## src/hdl/macro_sequence_stepper_defines.svh

```systemverilog
// assertion macros for the macro sequence stepper
`ifndef MACRO_SEQUENCE_STEPPER_DEFINES_SVH
`define MACRO_SEQUENCE_STEPPER_DEFINES_SVH

// property checked on every clock edge outside reset
`define MSQ_ASSERT(lbl, prop, msg) \
  lbl: assert property (@(posedge clk) disable iff (rst) prop) else $error(msg);

// property checked in the cycle after a trigger
`define MSQ_ASSERT_NEXT(lbl, cond, prop, msg) \
  lbl: assert property (@(posedge clk) disable iff (rst) cond |=> prop) else $error(msg);

`endif

```

## src/hdl/msq_ram.sv

```systemverilog
module msq_ram #(
  parameter int WIDTH = 8,
  parameter int DEPTH = 256
) (
  input  logic                     clk,
  input  logic                     we,
  input  logic [$clog2(DEPTH)-1:0] waddr,
  input  logic [WIDTH-1:0]         wdata,
  input  logic [$clog2(DEPTH)-1:0] raddr,
  output logic [WIDTH-1:0]         rdata
);

  logic [WIDTH-1:0] mem [DEPTH];

  always_ff @(posedge clk) begin
    if (we) begin
      mem[waddr] <= wdata;
    end
    rdata <= mem[raddr];
  end

endmodule

```

## config.mk

```make
export PLATFORM = sky130hd
export DESIGN_NAME = msq_ram
export DESIGN_NICKNAME = d
export VERILOG_FILES = /design/src/hdl/macro_sequence_stepper_defines.svh /design/src/hdl/msq_ram.sv
export SDC_FILE = /design/constraint.sdc
export NUM_CORES = 2
export LEC_CHECK = 0
export BUFFER_PORTS_ARGS = -buffer_cell sky130_fd_sc_hd__buf_2
export CAP_MARGIN = 0
export CORE_MARGIN = 3
export CORE_UTILIZATION = 54
export DETAILED_ROUTE_END_ITERATION = 16
export GPL_TIMING_DRIVEN = 0
export MAX_ROUTING_LAYER = met4
export PLACE_DENSITY = 0.71
export SLEW_MARGIN = 20
export SYNTH_ARGS = -nofsm -noshare
export SYNTH_HDL_FRONTEND = slang
export SYNTH_SLANG_ARGS = --single-unit
```

## constraint.sdc

```tcl
create_clock -name clk -period 2.7 [get_ports clk]
set_input_delay 0.135 -clock clk [delete_from_list [all_inputs] [get_ports clk]]
set_output_delay 0.135 -clock clk [all_outputs]
set_load 0.01 [all_outputs]
```

# Word-level counts from Yosys, hierarchy flattened
# Memories as Yosys holds them, arrays and structs flattened. A register that Yosys moved wholly into a read port is not among the register bits.
# Index checks and enable logic that the tools add are counted.
op_classes:
  n_addsub: 0
  multipliers: 0
  n_div: 0
  n_lt_le_gt_ge: 0
  eq_ne: 0
  shifts: 0
  muxes: 2
  n_bitwise: 0
  n_reduce_logical: 0
op_table:
  columns: ["op", "count"]
  rows:
  - ["two-way mux 1 bit", 2]
totals:
  reg_bits: 0
  latch_bits: 0
  ramBits: 2048
  mem_bits_ro: 0
  input_bits: 26
  out_inout_bits: 8
  wordCells: 3
  mem_count: 1
mem_list:
  columns: ["name", "depth", "word_bits", "read_ports", "rd_clocked_by_memory_dff", "wr", "line", "source"]
  rows:
  - ["mem", 256, 8, 1, 1, 1, "msq_ram.sv:13", "logic [WIDTH-1:0] mem [DEPTH];"]

# Longest topological paths before layout
logic_depth:
  word_depth: 2
  mapped_depth: 11
  ltp_nobuf: 6

# Worst setup path before layout
# OpenSTA, ideal clock, no wires.
synth_timing:
  path_type: "input -> register"
  startpoint: "input raddr[0]"
  endpoint: "register rdata[2] (read register of mem)"
  setup_ps: 131
  t_arrival_ps: 1942
  required_ps: 2569
  path_slack_ps: 627
  cell_stages: 9
  path_buffers: 4
  path_cell_list: "buf_6 -> buf_12 -> buf_8 -> buf_2 -> mux4_2 -> a22oi_1 -> a21oi_1 -> nor4_1 -> nor4_2"
synth_rtl:
  columns: ["element", "line", "source"]
  rows:
  - ["start, declared", "msq_ram.sv:9", "input logic [$clog2(DEPTH)-1:0] raddr,"]
  - ["end, declared", "msq_ram.sv:10", "output logic [WIDTH-1:0] rdata"]

# Worst setup path after layout
layout_timing:
  startpoint: "input waddr[0]"
  endpoint: "memory mem[209][1], enable pin"
layout_rtl:
  columns: ["element", "line", "source"]
  rows:
  - ["start, declared", "msq_ram.sv:7", "input logic [$clog2(DEPTH)-1:0] waddr,"]
  - ["end, declared", "msq_ram.sv:13", null]
# Straight into the memory's write port.

==> flow_summary.toml <==
[die]
ios = 34
initial_core_util_pct = 54.5
die_y_um = 390
fp-row-count = 140
core_area_um2 = 146000
die_area_um2 = 152000
die_x_um = 390

[pwr]
power_mw = 66.6
ir_worst_vdd_mv = 0.643
powerDensity_nw_per_um2 = 739
p_leak_nw = 27.9

[clock_network]
cts_tree = "done"
worstSkewPairLatency_ns = 0.85
clockBufferDepth = 3
cts.sinks = 2056
h-tree-depth = 4
numCtsBuffers = 196
cts-root-buf = "clkbuf_16"
clkSlewWorstSetupHoldPaths_ns = 0.07

[route]
vias = 42400
wl_um = 234000
drt_iter0_markers = 7508
wl_per_cell_um = 38.4
drc_errors = 0
ant_nets = 0
routed_via_density = 6.96
dr.pass1.iters = 8

[final_layout]
area_growth_syn_to_layout_pct = 13.2
final_common_cell = "edfxtp_1"
layout_common_cells = "edfxtp_1 (2048), mux4_2 (454), nor2_1 (224)"
nets = 4016
fin_cells = 6088
fill_cells = 9799
drive_above_1_share_pct = 25.7
final_core_util_pct = 61.7

[worst_setup_path]
reg2reg_from = "mem[211][5]"
r2r_slack_ns = -0.07
path_class = "input port to flip-flop"
critical_path.startpoint_type = "input port"
worstSetupStartpoint = "waddr[0]"
reg2reg_to = "rdata[5]"
r2r_cells = 6
crit_path_end = "mem[209][1]"
crit_path_end_kind = "flip-flop"
worst_ep_required_time_ns = 3.15
critPathArrivalTime_ns = 3.42
crit_fanout = 11

[synthesis]
synth.distinct_cells = 55
synth_nets = 3759
synth_area_per_cell_um2 = 21.3
synth_area_leaders = "edfxtp_1 (77%), mux4_2 (13%), mux2i_1 (1.7%)"
netlist.area_leader.share_pct = 77.3
synth_cells = 3733
synthArstFlopShare_pct = 0
synth-main-ff-cell = "edfxtp_1"
synth_edf_count = 2048
syn-cell-area_um2 = 79600
yosysWarnings = 0
synth_top_area_cell = "edfxtp_1"
yosysSeqAreaShare_pct = 77.5
synth-seq-cells = 2056

[placement]
finalWeightedCongestion = 0.994
dp_cells = 5703
dp_slack_ns = -1.90
io_buffers = 26
dp_hpwl_um = 157000

[run_status]
run_status = "complete, but fails checks"
failed_checks = "setup timing"

[timing]
drv_slew = 0
rsz0062_at_grt = "true"
relSlewSlack_pct = 25.6
worst_pin_slew_ns = 1.11
period_needed_ns = 2.97
setup_tns_ns = -72.92
finalCritPeriodShare_pct = 110
clock_skew_ns = 0.0296
setup_violations = 613
hold_viol_final = 0
fmax_mhz = 337
fin_ws_ns = -0.268

[flow_run]
cap_violations = 0

[global_routing]
grtUsageMet3_pct = 9.84
antenna_found_initial = 14
grt_pass1_vias = 40600
grt_busiest_layer = "met2"
grt_pass1_wl_um = 321000
use_met2_pct = 45.3
grtUsageTotal_pct = 31.9
grt_max_degree = 125
overflow = 0
grt_use_met1_pct = 42.2

[min_path]
hp-class = "input port to flip-flop"
-- worst min path at each step --
stage,start,end,slack (ns),depth (start not counted)
3_3_place_gp,rdata[2],rdata[2],0.53,1
2_1_floorplan,wdata[0],mem[0][0],0.23,0
6_report,waddr[4],mem[98][6],0.14,4
3_5_place_dp,wdata[6],mem[237][6],0.50,1
5_1_grt,waddr[4],mem[98][6],0.17,4
4_1_cts,waddr[4],mem[98][6],0.15,4
-- cell families (layout without fill, tap and decap cells) --
kind of cell / count (synthesis) / after routing / synth area share, %
simple gates: 466 / 466 / 2.63
mux: 591 / 591 / 14.6
flops: 2056 / 2056 / 77.5
other cells: 0 / 12 / 0
compound gates: 385 / 385 / 3.42
buf+inv: 235 / 661 / 1.83
-- registers in the layout, indices dropped and copies added, names as in the netlist --
register / flops
mem: 2048
rdata: 8
-- cell usage after synthesis, types with 31 or more instances --
cell type and number:
edfxtp_1 2048, nand3_1 34, mux2i_1 134, a22oi_1 133, buf_2 31, mux4_2 454
o221ai_1 46, a21oi_1 96, nor2b_1 31, clkbuf_1 111, nand2_1 33, nor2_1 282
-- power breakdown --
| group | internal (mW) | total [mW] | switching (mW) |
|---|---|---|---|
| combinational | 1.24 | 3.95 | 2.71 |
| sequential | 35.2 | 35.2 | 0.0222 |
| clock | 15.5 | 27.4 | 12.0 |
-- per-layer routing --
| metal | vias to the layer above | share of wire, % |
|---|---|---|
| li1 | 16300 | - |
| met2 | 3423 | 45 |
| met5 | - | 0 |
| met4 | 0 | 5.9 |
| met3 | 675 | 14 |
| met1 | 22000 | 35 |
-- metrics by stage --
stage / hold WS (ns) / cell area, um^2
floorplan: 0.234 / 79600
global placement: 0.531 / 82100
detailed placement: 0.505 / 83000
CTS: 0.146 / 89800
global route: 0.174 / 90100
finish: 0.139 / 90100
-- area by class of cell --
type                       instances  area [um^2]  share of cell area, %
antenna                           12         30.0                 0.0333
buffer                           230         1570                   1.74
clock buffer                     249         5230                   5.80
clock inverter                   118         1170                   1.30
inverter                           2         7.51                0.00833
multi-input combinational       1442        17000                   18.9
sequential                      2056        61700                   68.5
tap                             1917         2400                   2.66
timing repair buffer              62          993                   1.10
-- timing repair --
action	4_1_cts	5_1_grt
pin swaps	1	3
hold buffers	8	0
gates resized for setup	95	84
endpoints found under the setup margin	24	373
hold endpoints to repair	589	0
setup buffers	0	1
-- critical path, cell delays in order --
cell and delay (ns):
clkbuf_1 0.53, nor2b_1 0.24, clkbuf_1 0.51, nand3_1 0.47, clkbuf_2 0.62, nor2_1 0.88
Power figures use the tool's default switching activity.
