`config.mk`:
```
export PLATFORM = sky130hd
export DESIGN_NAME = msq_scale
export DESIGN_NICKNAME = d
export VERILOG_FILES = /design/src/hdl/macro_sequence_stepper_defines.svh /design/src/hdl/msq_pkg.sv /design/src/hdl/msq_scale.sv
export SDC_FILE = /design/constraint.sdc
export NUM_CORES = 1
export LEC_CHECK = 0
export BUFFER_PORTS_ARGS = -buffer_cell sky130_fd_sc_hd__clkbuf_2
export CAP_MARGIN = 20
export CORE_MARGIN = 10
export CORE_UTILIZATION = 60
export DETAILED_ROUTE_END_ITERATION = 8
export PLACE_DENSITY = 0.77
export SYNTH_ARGS = -nofsm -noshare
export SYNTH_HDL_FRONTEND = slang
export SYNTH_SLANG_ARGS = --single-unit
```
`constraint.sdc`:
```
create_clock -name clk -period 6.4 [get_ports clk]
set_input_delay 1.6 -clock clk [delete_from_list [all_inputs] [get_ports clk]]
set_output_delay 1.6 -clock clk [all_outputs]
set_load 0.01 [all_outputs]
```
`src/hdl/macro_sequence_stepper_defines.svh`:
```
// assertion macros for the macro sequence stepper
`ifndef MACRO_SEQUENCE_STEPPER_DEFINES_SVH
`define MACRO_SEQUENCE_STEPPER_DEFINES_SVH

// property checked on every clock edge outside reset
`define MSQ_ASSERT(lbl, prop, msg) \
  lbl: assert property (@(posedge clk) disable iff (rst) prop) else $error(msg);

// property checked in the cycle after a trigger
`define MSQ_ASSERT_NEXT(lbl, cond, prop, msg) \
  lbl: assert property (@(posedge clk) disable iff (rst) cond |=> prop) else $error(msg);

`endif

```
`src/hdl/msq_pkg.sv`:
```
package msq_pkg;

  localparam int MAX_STEPS = 256;
  localparam int MAX_LOOPS = 16;
  localparam int STEP_AW = $clog2(MAX_STEPS);
  localparam int LOOP_AW = $clog2(MAX_LOOPS);

  localparam logic [2:0] OP_WR_STEP = 3'd0;
  localparam logic [2:0] OP_WR_LOOP = 3'd1;
  localparam logic [2:0] OP_RESTART = 3'd2;
  localparam logic [2:0] OP_ADVANCE = 3'd3;
  localparam logic [2:0] OP_RELEASE = 3'd4;

  localparam logic [1:0] REL_NONE  = 2'd0;
  localparam logic [1:0] REL_FIXED = 2'd1;
  localparam logic [1:0] REL_ABS   = 2'd2;
  localparam logic [1:0] REL_REL   = 2'd3;

  localparam logic [1:0] REG_SEQ_LEN   = 2'd0;
  localparam logic [1:0] REG_LOOP_CNT  = 2'd1;
  localparam logic [1:0] REG_REL_MODE  = 2'd2;
  localparam logic [1:0] REG_REL_START = 2'd3;

  // pass counter code for an endless loop
  localparam logic [8:0] ENDLESS = 9'h1FF;

  // x/15 == (x*RECIP) >> RECIP_SHIFT for every x below 2^16
  localparam logic [15:0] RECIP = 16'd34953;
  localparam int RECIP_SHIFT = 19;

  typedef enum logic [3:0] {
    S_IDLE,
    S_EXEC,
    S_REL_RD,
    S_REL_USE,
    S_SCAN,
    S_POP,
    S_PUSH_SCAN,
    S_MEMB,
    S_RS_SCAN,
    S_FINAL,
    S_OUT_RD,
    S_OUT_MUL,
    S_OUT_DIV,
    S_OUT_DONE
  } state_t;

endpackage

```
`src/hdl/msq_scale.sv`:
```
module msq_scale
  import msq_pkg::*;
(
  input  logic        clk,
  input  logic [7:0]  typ,
  input  logic [7:0]  src,
  output logic [12:0] q
);

  logic [15:0] prod;
  logic [31:0] recip_prod;

  assign recip_prod = prod * RECIP;

  // multiply, then divide by 15 through the reciprocal
  always_ff @(posedge clk) begin
    prod <= typ * src;
    q    <= recip_prod[RECIP_SHIFT +: 13];
  end

endmodule

```
======== Word level (Yosys, flattened, before mapping) ========
Index checks and enable logic that the tools add are counted.
word-level totals
  register bits after elaboration ......... 29
  input port bits ......................... 17
  logic and storage cells ................. 4
  output and inout bits ................... 13
operators by class
  multiply operators ...................... 2
operators by type and width
  kind                    number
  $mul 16x16->32 const B  1
  $mul 8x8->16            1

======== Longest topological paths before layout ========
Gate-level depths: netlist (run 1).
  word-level depth ........................ 1
  gate-level depth with buffers ........... 16
  gate-level depth less buffers ........... 16

======== Worst setup path after synthesis (run 1) ========
No wires, ideal clock.
  kind .................................... input-to-reg
  start ................................... input src[7]
  end ..................................... register prod[15]
  arrival ................................. 5.272 ns
  cell stages on the path ................. 14
  path slack .............................. 1.007 ns
  library setup time ...................... 0.121 ns
  path buffers ............................ 0
  data required time ...................... 6.279 ns
  cells stage by stage .................... and2_1 fa_1 fa_1 fa_1 inv_1 fa_1 inv_1 ha_1 or2_2 a21oi_1 a21oi_1 a211oi_1 a21oi_1 xnor2_1
between the ends
  longest elaborated chain between the ends .. 1
RTL lines
  element               line             RTL
  from (decl)           msq_scale.sv:6   input logic [7:0] src,
  $mul 8x8->16          msq_scale.sv:17  prod <= typ * src;
  to (signal assigned)  msq_scale.sv:17
  to (decl)             msq_scale.sv:10  logic [15:0] prod;
Every way passes these cells.

======== Worst setup path in the final report (run 1) ========
  start ................................... input typ[1]
  end ..................................... register prod[15]
between the ends
  longest elaborated chain between the ends .. 1
RTL lines
  element       line             RTL
  from (decl)   msq_scale.sv:5   input logic [7:0] typ,
  $mul 8x8->16  msq_scale.sv:17
Every way passes these cells.

==> impl_metrics.csv, run 1 <==
group,metric,value,unit
outcome,status,"finished clean",
min_path,hp-class,"flip-flop to flip-flop",
global_route,grtUsageMet1,19.45,%
setup_path,critPathKind,"input port to flip-flop",
floorplanning,io_pins,30,
timing,skew,7.176,ps
place,dp_hpwl,8585,um
logic_synthesis,yosys.area.top_type,"ha_1",
global_route,antenna_found_initial,0,
floorplanning,die_h,111.7,um
setup_path,reg2reg_depth,15,
timing,fin_ws,939.0,ps
min_path,whs_endpoint,"q[12]$_DFF_P_",
clocking,clkTransAtPathRegs,70,ps
setup_path,path_max_fanout,8,
floorplanning,core_area,8217,sq um
floorplanning,die-area,12490,sq um
timing,slew_headroom,74.37,%
route,ant_nets,0,
clocking,clk_path_buf_depth,2,
place,globalplace.congestion,0.8829,
floorplanning,initial_utilization,61.46,%
setup_path,cp-start-kind,"input port",
timing,min_period,5461,ps
cells_and_area,nets,776,
clocking,cts_setup_buffers,0,
logic_synthesis,ys_seq_elements,29,
logic_synthesis,syn_area,5050,sq um
global_route,grt_util_met3,2.362,%
cells_and_area,fill_cells,689,
clocking,numCtsBuffers,5,
route,wl,9737,um
floorplanning,die_w,111.7,um
cells_and_area,ff_latch_area,580.6,sq um
job,cap_viol_max_count,0,
setup_path,r2r_start,"prod[6]$_DFF_P_",
cells_and_area,mostFrequentLayoutCells,"ha_1 (133), inv_1 (109), fa_1 (55)",
global_route,grt_pass1_vias,3893,
setup_path,worst_ep_arrival_time,5640,ps
cells_and_area,area_delta_synth_final,7.260,%
clocking,clock_sinks,29,
logic_synthesis,syn_nets,740,
logic_synthesis,seq_area_frac_synth,11.50,%
clocking,holdBufCountCts,0,
timing,max_freq,0.1831,GHz
clocking,cts_tree,"done",
global_route,gr-max-usage-layer,"met2",
cells_and_area,instances_no_fill,676,
place,io_buffers,29,
min_path,holdCritStartpoint,"prod[15]$_DFF_P_",
route,vias,3611,
logic_synthesis,synth_cell_types,40,
global_route,use_met2,29.25,%
logic_synthesis,postSynthAreaPerCell,9.439,sq um
cells_and_area,final_common_cell,"ha_1",
logic_synthesis,synthArstFlopShare,0,%
route,drtIter0Drc,98,
timing,rsz0062_at_grt,"false",
global_route,grt_start_max_net_pins,10,
place,dpl_worst_slack,616.6,ps
route,wl_per_cell,14.40,um
timing,finalMaxSlewViolations,0,
logic_synthesis,synthTopCellsByArea,"ha_1 (33%), fa_1 (22%), dfxtp_1 (11%)",
clocking,root_buffer,"clkbuf_8",
logic_synthesis,synth_cells,535,
setup_path,critPathRequiredTime,6580,ps
place,dp_cells,669,
logic_synthesis,synth-edff-count,0,
timing,worst_hold_slack,689.8,ps
min_path,whs_path_depth,2,
setup_path,rrSetupSlack,2070,ps
timing,worst_pin_slew,384.4,ps
setup_path,r2r_end,"q[5]$_DFF_P_",
global_route,grt_first_pass_wirelength,17430,um
global_route,overflow,0,
timing,setup_viol,0,
route,drtPass1Iterations,4,
logic_synthesis,synth_flop_cell,"dfxtp_1",
setup_path,end_kind,"flip-flop",
logic_synthesis,yosysWarnings,0,
cells_and_area,drive_gt1_share,7.706,%
route,via_per_inst,5.342,
timing,fin_crit_sh,85.33,%
cells_and_area,multi_input_area,4060,sq um
timing,hold_violations,0,
cells_and_area,diodes,0,
floorplanning,rows,33,
global_route,grt_usage,16.37,%
timing,tns,0,ps
clocking,htreeDepth,2,
clocking,post_cts_resized,0,
clocking,clk_latency,300,ps
logic_synthesis,synth_top_area_share,32.95,%
route,drc,0,
## kinds of logic after synthesis
kind of cell	count (synthesis)	synth area share (%)
adder cells (fa/ha/maj)	188	54.76
XOR/XNOR	21	3.642
flip-flops	29	11.50
AO/OA/AOI/OAI	66	9.068
AND/OR/NAND/NOR	122	12.93
buffers and inverters	109	8.102
## registers in the layout, indices dropped and copies added (netlist names)
name / cells
prod: 16
q: 13
## routing by layer
| layer | wire (um) | up-vias | part of all wire, % |
|---|---|---|---|
| met5 | 0 | - | 0 |
| met4 | 202 | 0 | 2.1 |
| met3 | 298 | 15 | 3.1 |
| met2 | 4979 | 63 | 51 |
| met1 | 4256 | 1709 | 44 |
| li1 | - | 1824 | - |
## cell type report
cell class,count,share of cell area (%)
clock buffers,6,1.525
clock inverters,1,0.1386
inverters,109,7.554
multi-input cells,397,74.96
flip-flops and latches,29,10.72
well taps,105,2.426
repair buffers,29,2.680
## cells in the mapped netlist (all sizes together) (3+ instances only)
master / instances
nand2b: 3
or2: 3
dfxtp: 29
a21oi: 24
a211oi: 3
nor3: 5
xnor2: 17
o21ai: 9
a21o: 9
inv: 109
xor2: 4
a31oi: 4
o31ai: 3
ha: 133
and2: 52
nor2: 17
nand2: 25
nor2b: 5
nand3: 6
fa: 55
## stage by stage
stage	util [%]	cell area, sq um
final	65.92	5416
after global routing	65.92	5416
after CTS	65.92	5416
after detailed placement	64.82	5326
after global placement	64.82	5326
after floorplan	-	5050
## critical path, cell delays in order
cell	delay, ps
clkbuf_2	150
and2_1	180
fa_1	500
fa_1	510
fa_1	540
inv_1	50
fa_1	530
inv_1	40
ha_1	340
or2_2	330
a21oi_1	160
a21oi_1	80
a211oi_1	340
a21oi_1	130
xnor2_1	140
## worst max-delay path by stage
stage | start | to | slack, ps | depth (start not counted)
final | typ[1] | prod[15]$_DFF_P_ | 940 | 15
after global routing | src[7] | prod[15]$_DFF_P_ | 780 | 15
after CTS | src[7] | prod[15]$_DFF_P_ | 920 | 15
after detailed placement | src[7] | prod[15]$_DFF_P_ | 620 | 15
after global placement | src[7] | prod[15]$_DFF_P_ | 770 | 15
after floorplan | src[7] | prod[15]$_DFF_P_ | 1010 | 14
Power of run 1 is not shown: default switching activity piles up to over one toggle a cycle in this logic, so the estimate is an artifact.
==> run 2, diff against run 1 <==
--- a/config.mk
+++ b/config.mk
@@ -5,12 +5,14 @@
 export SDC_FILE = /design/constraint.sdc
 export NUM_CORES = 1
 export LEC_CHECK = 0
+export ABC_AREA = 1
 export BUFFER_PORTS_ARGS = -buffer_cell sky130_fd_sc_hd__clkbuf_2
 export CAP_MARGIN = 20
 export CORE_MARGIN = 10
-export CORE_UTILIZATION = 60
+export CORE_UTILIZATION = 24
 export DETAILED_ROUTE_END_ITERATION = 8
-export PLACE_DENSITY = 0.77
+export PLACE_DENSITY = 0.36
+export RECOVER_POWER = 50
 export SYNTH_ARGS = -nofsm -noshare
 export SYNTH_HDL_FRONTEND = slang
 export SYNTH_SLANG_ARGS = --single-unit
==> run 2 against run 1 <==
Final cell count rose by 74%. Flip-flop and latch count unchanged. Worst hold slack gained 140 ps. Largest cell class unchanged. Final area increased by 21%. Highest routed layer unchanged. Core utilization is 39 points lower. Critical path depth did not move. Synthesized cell count is 55% higher. First-iteration DRC count rose by 84%.
==> impl_metrics.csv, run 2 <==
group,metric,value,unit
logic_synthesis,syn_area,5951,sq um
logic_synthesis,synth_cell_types,26,
setup_path,worst_ep_arrival_time,5390,ps
global_route,grt_first_pass_wirelength,27280,um
timing,max_freq,0.1934,GHz
logic_synthesis,synth.most_common_cell,"inv_1",
timing,finalMaxSlewViolations,0,
timing,tns,0,ps
setup_path,reg2reg_depth,16,
setup_path,crit_top_cell,"fa_1",
logic_synthesis,synth_top_area_share,27.96,%
timing,fin_ws,1228,ps
setup_path,cp-start-kind,"input port",
setup_path,path_cells,"clkbuf_1 -> nand2_1 -> fa_1 -> fa_1 -> inv_1 -> fa_1 -> inv_1 -> fa_1 -> inv_1 -> ha_1 -> nand2_1 -> o21ai_0 -> nand2_1 -> nand4_1 -> xor2_1",
cells_and_area,post-route-cell-area,6580,sq um
setup_path,end_kind,"flip-flop",
floorplanning,io_pins,30,
clocking,cts_tree,"done",
timing,setup_viol,0,
clocking,root_buffer,"clkbuf_16",
floorplanning,die_h,177.5,um
job,cap_viol_max_count,0,
logic_synthesis,syn_nets,1035,
logic_synthesis,yosys.area.top_type,"ha_1",
cells_and_area,largestRegisters,"prod (16), q (13)",
global_route,antenna_found_initial,0,
global_route,overflow,0,
place,place_area,6441,sq um
place,io_buffers,29,
setup_path,crit_slowest_cell,"fa_1",
cells_and_area,final_common_cell,"inv_1",
setup_path,critical-path-max-stage-delay,550,ps
logic_synthesis,synth_commonest_cells,"inv_1 (211), nand2_1 (208), ha_1 (133)",
logic_synthesis,synthTopCellsByArea,"ha_1 (28%), fa_1 (19%), inv_1 (13%)",
clocking,clkTransAtPathRegs,50,ps
setup_path,path_max_fanout,8,
route,drtIter0Drc,180,
timing,slew_headroom,70.59,%
clocking,holdBufCountCts,0,
logic_synthesis,synthArstFlopShare,0,%
global_route,grt_pass1_vias,5130,
min_path,whs_path_depth,4,
min_path,holdCritStartpoint,"prod[15]$_DFF_P_",
route,vias,4878,
cells_and_area,nets,1055,
timing,worst_pin_slew,436.5,ps
logic_synthesis,seq_area_frac_synth,9.756,%
cells_and_area,utilization,26.98,%
clocking,post_cts_resized,0,
logic_synthesis,yosysWarnings,0,
outcome,status,"finished clean",
setup_path,critPathKind,"input port to flip-flop",
cells_and_area,fill_cells,2788,
logic_synthesis,postSynthAreaPerCell,7.170,sq um
timing,skew,2.303,ps
clocking,numCtsBuffers,5,
logic_synthesis,synth_cells,830,
min_path,hp-class,"flip-flop to flip-flop",
clocking,clock_sinks,29,
timing,min_period,5172,ps
route,ant_nets,0,
cells_and_area,largest_register_ffs,16,
logic_synthesis,synth_flop_cell,"dfxtp_1",
clocking,cts_setup_buffers,0,
floorplanning,die-area,31490,sq um
floorplanning,core_area,24390,sq um
setup_path,r2r_start,"prod[11]$_DFF_P_",
setup_path,crit_buf_inv,4,
logic_synthesis,synth-edff-count,0,
route,wl_per_cell,14.07,um
floorplanning,rows,57,
setup_path,rrSetupSlack,2440,ps
cells_and_area,drive_gt1_share,4.818,%
timing,hold_violations,0,
floorplanning,initial_utilization,24.40,%
clocking,htreeDepth,2,
route,drc,0,
setup_path,r2r_end,"q[11]$_DFF_P_",
setup_path,critPathRequiredTime,6620,ps
global_route,grt_usage,10.96,%
logic_synthesis,ys_seq_elements,29,
route,drtPass1Iterations,4,
cells_and_area,diodes,0,
place,dpl_worst_slack,1083,ps
min_path,whs_endpoint,"q[12]$_DFF_P_",
global_route,grt_start_max_net_pins,10,
clocking,clk_latency,290,ps
timing,fin_crit_sh,80.81,%
place,globalplace.congestion,0.8198,
route,wl,16530,um
cells_and_area,area_delta_synth_final,10.58,%
cells_and_area,mostFrequentLayoutCells,"inv_1 (211), nand2_1 (208), ha_1 (133)",
clocking,clk_path_buf_depth,2,
place,dp_hpwl,15110,um
cells_and_area,top_register,"prod",
route,via_per_inst,4.151,
setup_path,critPathTopFamily,"adder cells",
floorplanning,die_w,177.5,um
timing,rsz0062_at_grt,"false",
## run 2: cell types whose count changed after synthesis, moves of 9 or more
| cell | previous run | this run |
|---|---|---|
| a21o_1 | 9 | 0 |
| inv_1 | 109 | 211 |
| nand3_1 | 6 | 27 |
| and2_1 | 52 | 0 |
| nor2_1 | 17 | 39 |
| clkbuf_1 | 0 | 16 |
| nand2_1 | 25 | 208 |
| xnor2_1 | 17 | 5 |
| o21ai_0 | 8 | 18 |
| a21oi_1 | 24 | 38 |
## run 2: cells by family after synthesis
family	Yosys count	share of synthesized area [%]
fa+ha+maj	188	46.47
buf+inv	230	14.51
compound gates	66	5.929
xor+xnor	14	2.061
flops	29	9.756
simple gates	303	21.28
## run 2: worst reg2reg max path, stage by stage, from the launching register on
cell and delay, ps:
dfxtp_1 560, ha_1 310, inv_1 70, fa_1 410
inv_1 70, ha_1 220, ha_1 300, ha_1 310
ha_1 440, nand2_1 180, nor2_1 280, nand2_1 220
nor3_2 150, nand2_1 170, nand3b_1 130, nand2_1 50
nand2_1 60
## run 2: how the worst max path moves through the flow
| stage | start | endpoint | slack, ps | cells after the start |
|---|---|---|---|---|
| after floorplan | typ[0] | prod[13]$_DFF_P_ | 1260 | 15 |
| after global placement | src[7] | prod[13]$_DFF_P_ | 1100 | 15 |
| after detailed placement | src[7] | prod[13]$_DFF_P_ | 1080 | 15 |
| after CTS | src[7] | prod[13]$_DFF_P_ | 1380 | 15 |
| after global routing | typ[2] | prod[13]$_DFF_P_ | 910 | 15 |
| final | typ[0] | prod[12]$_DFF_P_ | 1230 | 15 |
## run 2: layer usage
layer | wire length [um] | up-vias | track usage, %
li1 | - | 2569 | -
met1 | 7954 | 2242 | 14.38
met2 | 7822 | 50 | 18.37
met3 | 401 | 17 | 1.509
met4 | 355 | 0 | 3.057
met5 | 0 | - | 0
## run 2: cell type report
| cell class | instances | area (sq um) | area share [%] |
|---|---|---|---|
| Clock buffer | 7 | 152.6 | 2.320 |
| Clock inverter | 1 | 5.005 | 0.07606 |
| Inverter | 214 | 803.3 | 12.21 |
| Multi-Input combinational cell | 571 | 4507 | 68.49 |
| Sequential cell | 29 | 580.6 | 8.823 |
| Tap cell | 324 | 405.4 | 6.161 |
| Timing Repair Buffer | 29 | 126.4 | 1.921 |
## run 2: stage by stage
stage | std cells | hold slack [ps]
detailed placement | 1167 | 803.0
global placement | 1167 | 823.9
CTS | 1175 | 821.1
floorplan | 830 | 642.4
global route | 1175 | 888.0
finish | 1175 | 826.9
Power of run 2 is left out for the same reason.
==> run 3, diff against run 2 <==
--- a/config.mk
+++ b/config.mk
@@ -11,7 +11,7 @@
 export CORE_MARGIN = 10
 export CORE_UTILIZATION = 24
 export DETAILED_ROUTE_END_ITERATION = 8
-export PLACE_DENSITY = 0.36
+export PLACE_DENSITY = 0.37
 export RECOVER_POWER = 50
 export SYNTH_ARGS = -nofsm -noshare
 export SYNTH_HDL_FRONTEND = slang
==> constraint.sdc (replaced) <==
create_clock -name clk -period 4.3 [get_ports clk]
set_input_delay 1.075 -clock clk [delete_from_list [all_inputs] [get_ports clk]]
set_output_delay 1.075 -clock clk [all_outputs]
set_load 0.01 [all_outputs]
==> run 3 against run 2 <==
Critical path depth unchanged. Global-route usage down 0.61 points. Non-clock buffer count up 37. Setup slack worse by 1100 ps. Critical path type unchanged. Critical endpoint unchanged. Die area unchanged. Clock skew up 1.9 ps. Clock-buffer cell count unchanged. Sequential share of layout area down 0.58 points.
==> impl_metrics.csv, run 3 (synthesis gave the netlist of run 2 again) <==
group,metric,value,unit
setup_path,crit_top_cell,"fa_1",
clocking,clock_sinks,29,
clocking,htreeDepth,2,
clocking,clk_path_buf_depth,2,
place,dp_hpwl,14260,um
floorplanning,initial_utilization,24.40,%
global_route,grt_start_max_net_pins,10,
global_route,grt_pass1_vias,5302,
cells_and_area,area_delta_synth_final,18.40,%
floorplanning,die-area,31490,sq um
cells_and_area,diodes,0,
clocking,cts_setup_buffers,0,
cells_and_area,drive_gt1_share,12.16,%
setup_path,critPathTopFamily,"adder cells",
floorplanning,io_pins,30,
setup_path,cp-start-kind,"input port",
global_route,grt_first_pass_wirelength,26300,um
cells_and_area,top_register,"prod",
job,cap_viol_max_count,0,
clocking,numCtsBuffers,5,
place,io_buffers,29,
timing,max_freq,0.2410,GHz
setup_path,critical-path-max-stage-delay,520,ps
cells_and_area,largest_register_ffs,16,
timing,finalMaxSlewViolations,0,
timing,setup_viol,0,
cells_and_area,ff_latch_area,580.6,sq um
setup_path,path_cells,"buf_2 -> nand2_2 -> fa_1 -> fa_1 -> inv_1 -> fa_1 -> inv_1 -> fa_1 -> inv_2 -> ha_4 -> a21oi_2 -> o21ai_2 -> nand2_1 -> nand4_1 -> xor2_1",
timing,worst_pin_slew,590.8,ps
cells_and_area,instances_no_fill,1212,
floorplanning,rows,57,
cells_and_area,largestRegisters,"prod (16), q (13)",
setup_path,critPathRequiredTime,4470,ps
cells_and_area,mostFrequentLayoutCells,"inv_1 (210), nand2_1 (201), ha_1 (128)",
route,drtIter0Drc,117,
timing,hold_violations,0,
setup_path,rrSetupSlack,460,ps
cells_and_area,multi_input_area,4678,sq um
place,globalplace.congestion,0.8607,
min_path,hp-class,"flip-flop to flip-flop",
route,drtPass1Iterations,4,
cells_and_area,nets,1092,
timing,fin_ws,150.4,ps
global_route,overflow,0,
route,ant_nets,0,
setup_path,worst_ep_arrival_time,4320,ps
floorplanning,die_h,177.5,um
cells_and_area,fill_cells,2760,
global_route,grt_usage,10.36,%
route,wl,15490,um
timing,tns,0,ps
clocking,post_cts_resized,0,
place,dp_cells,1204,
timing,fin_crit_sh,96.50,%
global_route,antenna_found_initial,0,
route,vias,4906,
setup_path,end_kind,"flip-flop",
cells_and_area,final_common_cell,"inv_1",
clocking,root_buffer,"clkbuf_16",
clocking,holdBufCountCts,0,
setup_path,critPathKind,"input port to flip-flop",
place,dpl_worst_slack,-212.9,ps
timing,skew,4.216,ps
route,wl_per_cell,12.78,um
setup_path,crit_slowest_cell,"fa_1",
setup_path,crit_buf_inv,4,
timing,slew_headroom,60.53,%
floorplanning,core_area,24390,sq um
clocking,clk_latency,280,ps
route,drc,0,
setup_path,path_max_fanout,5,
clocking,clkTransAtPathRegs,60,ps
clocking,cts_tree,"done",
outcome,status,"finished clean",
timing,min_period,4150,ps
floorplanning,die_w,177.5,um
route,via_per_inst,4.048,
run 3: area by class of cell:
cell class / count / area share, %
Clock buffer: 7 / 2.167
Clock inverter: 1 / 0.07104
Inverter: 214 / 11.40
Multi-Input combinational cell: 571 / 66.40
Sequential cell: 29 / 8.240
Tap cell: 324 / 5.754
Timing Repair Buffer: 66 / 5.967
run 3: metal layers:
| metal | global-route usage, % | vias to the layer above | routed length (um) |
|---|---|---|---|
| met5 | 0 | - | 0 |
| met4 | 3.196 | 0 | 350 |
| li1 | - | 2644 | - |
| met2 | 18.97 | 51 | 7649 |
| met3 | 1.169 | 16 | 419 |
| met1 | 12.33 | 2195 | 7074 |
run 3: through the flow:
stage	instance area [sq um]	hold slack, ps	util [%]
finish	7046	736.3	28.89
CTS	6947	750.2	28.48
detailed placement	6789	740.6	27.83
global placement	6789	732.5	27.83
global route	7046	792.9	28.89
floorplan	6106	642.4	-
run 3: path summary, 6_finish.rpt:
| kind | from | endpoint | cells after the start |
|---|---|---|---|
| setup / recovery | src[5] | prod[12]$_DFF_P_ | 15 |
| hold / removal | prod[15]$_DFF_P_ | q[12]$_DFF_P_ | 4 |
| setup reg to reg | prod[2]$_DFF_P_ | q[3]$_DFF_P_ | 16 |
| hold reg to reg | prod[15]$_DFF_P_ | q[12]$_DFF_P_ | 4 |
run 3: worst reg2reg max path: stages (launching register included):
cell and delay, ps:
dfxtp_1 320, ha_1 330, fa_1 560, inv_1 70, fa_1 500, inv_1 40, ha_1 310, ha_1 310
ha_1 340, a21oi_1 210, o21ai_0 160, nand2_1 90, nand2_1 140, a21oi_1 200, nand2_1 70, nand2_1 60
nand2_1 40
Power of run 3 is left out for the same reason.
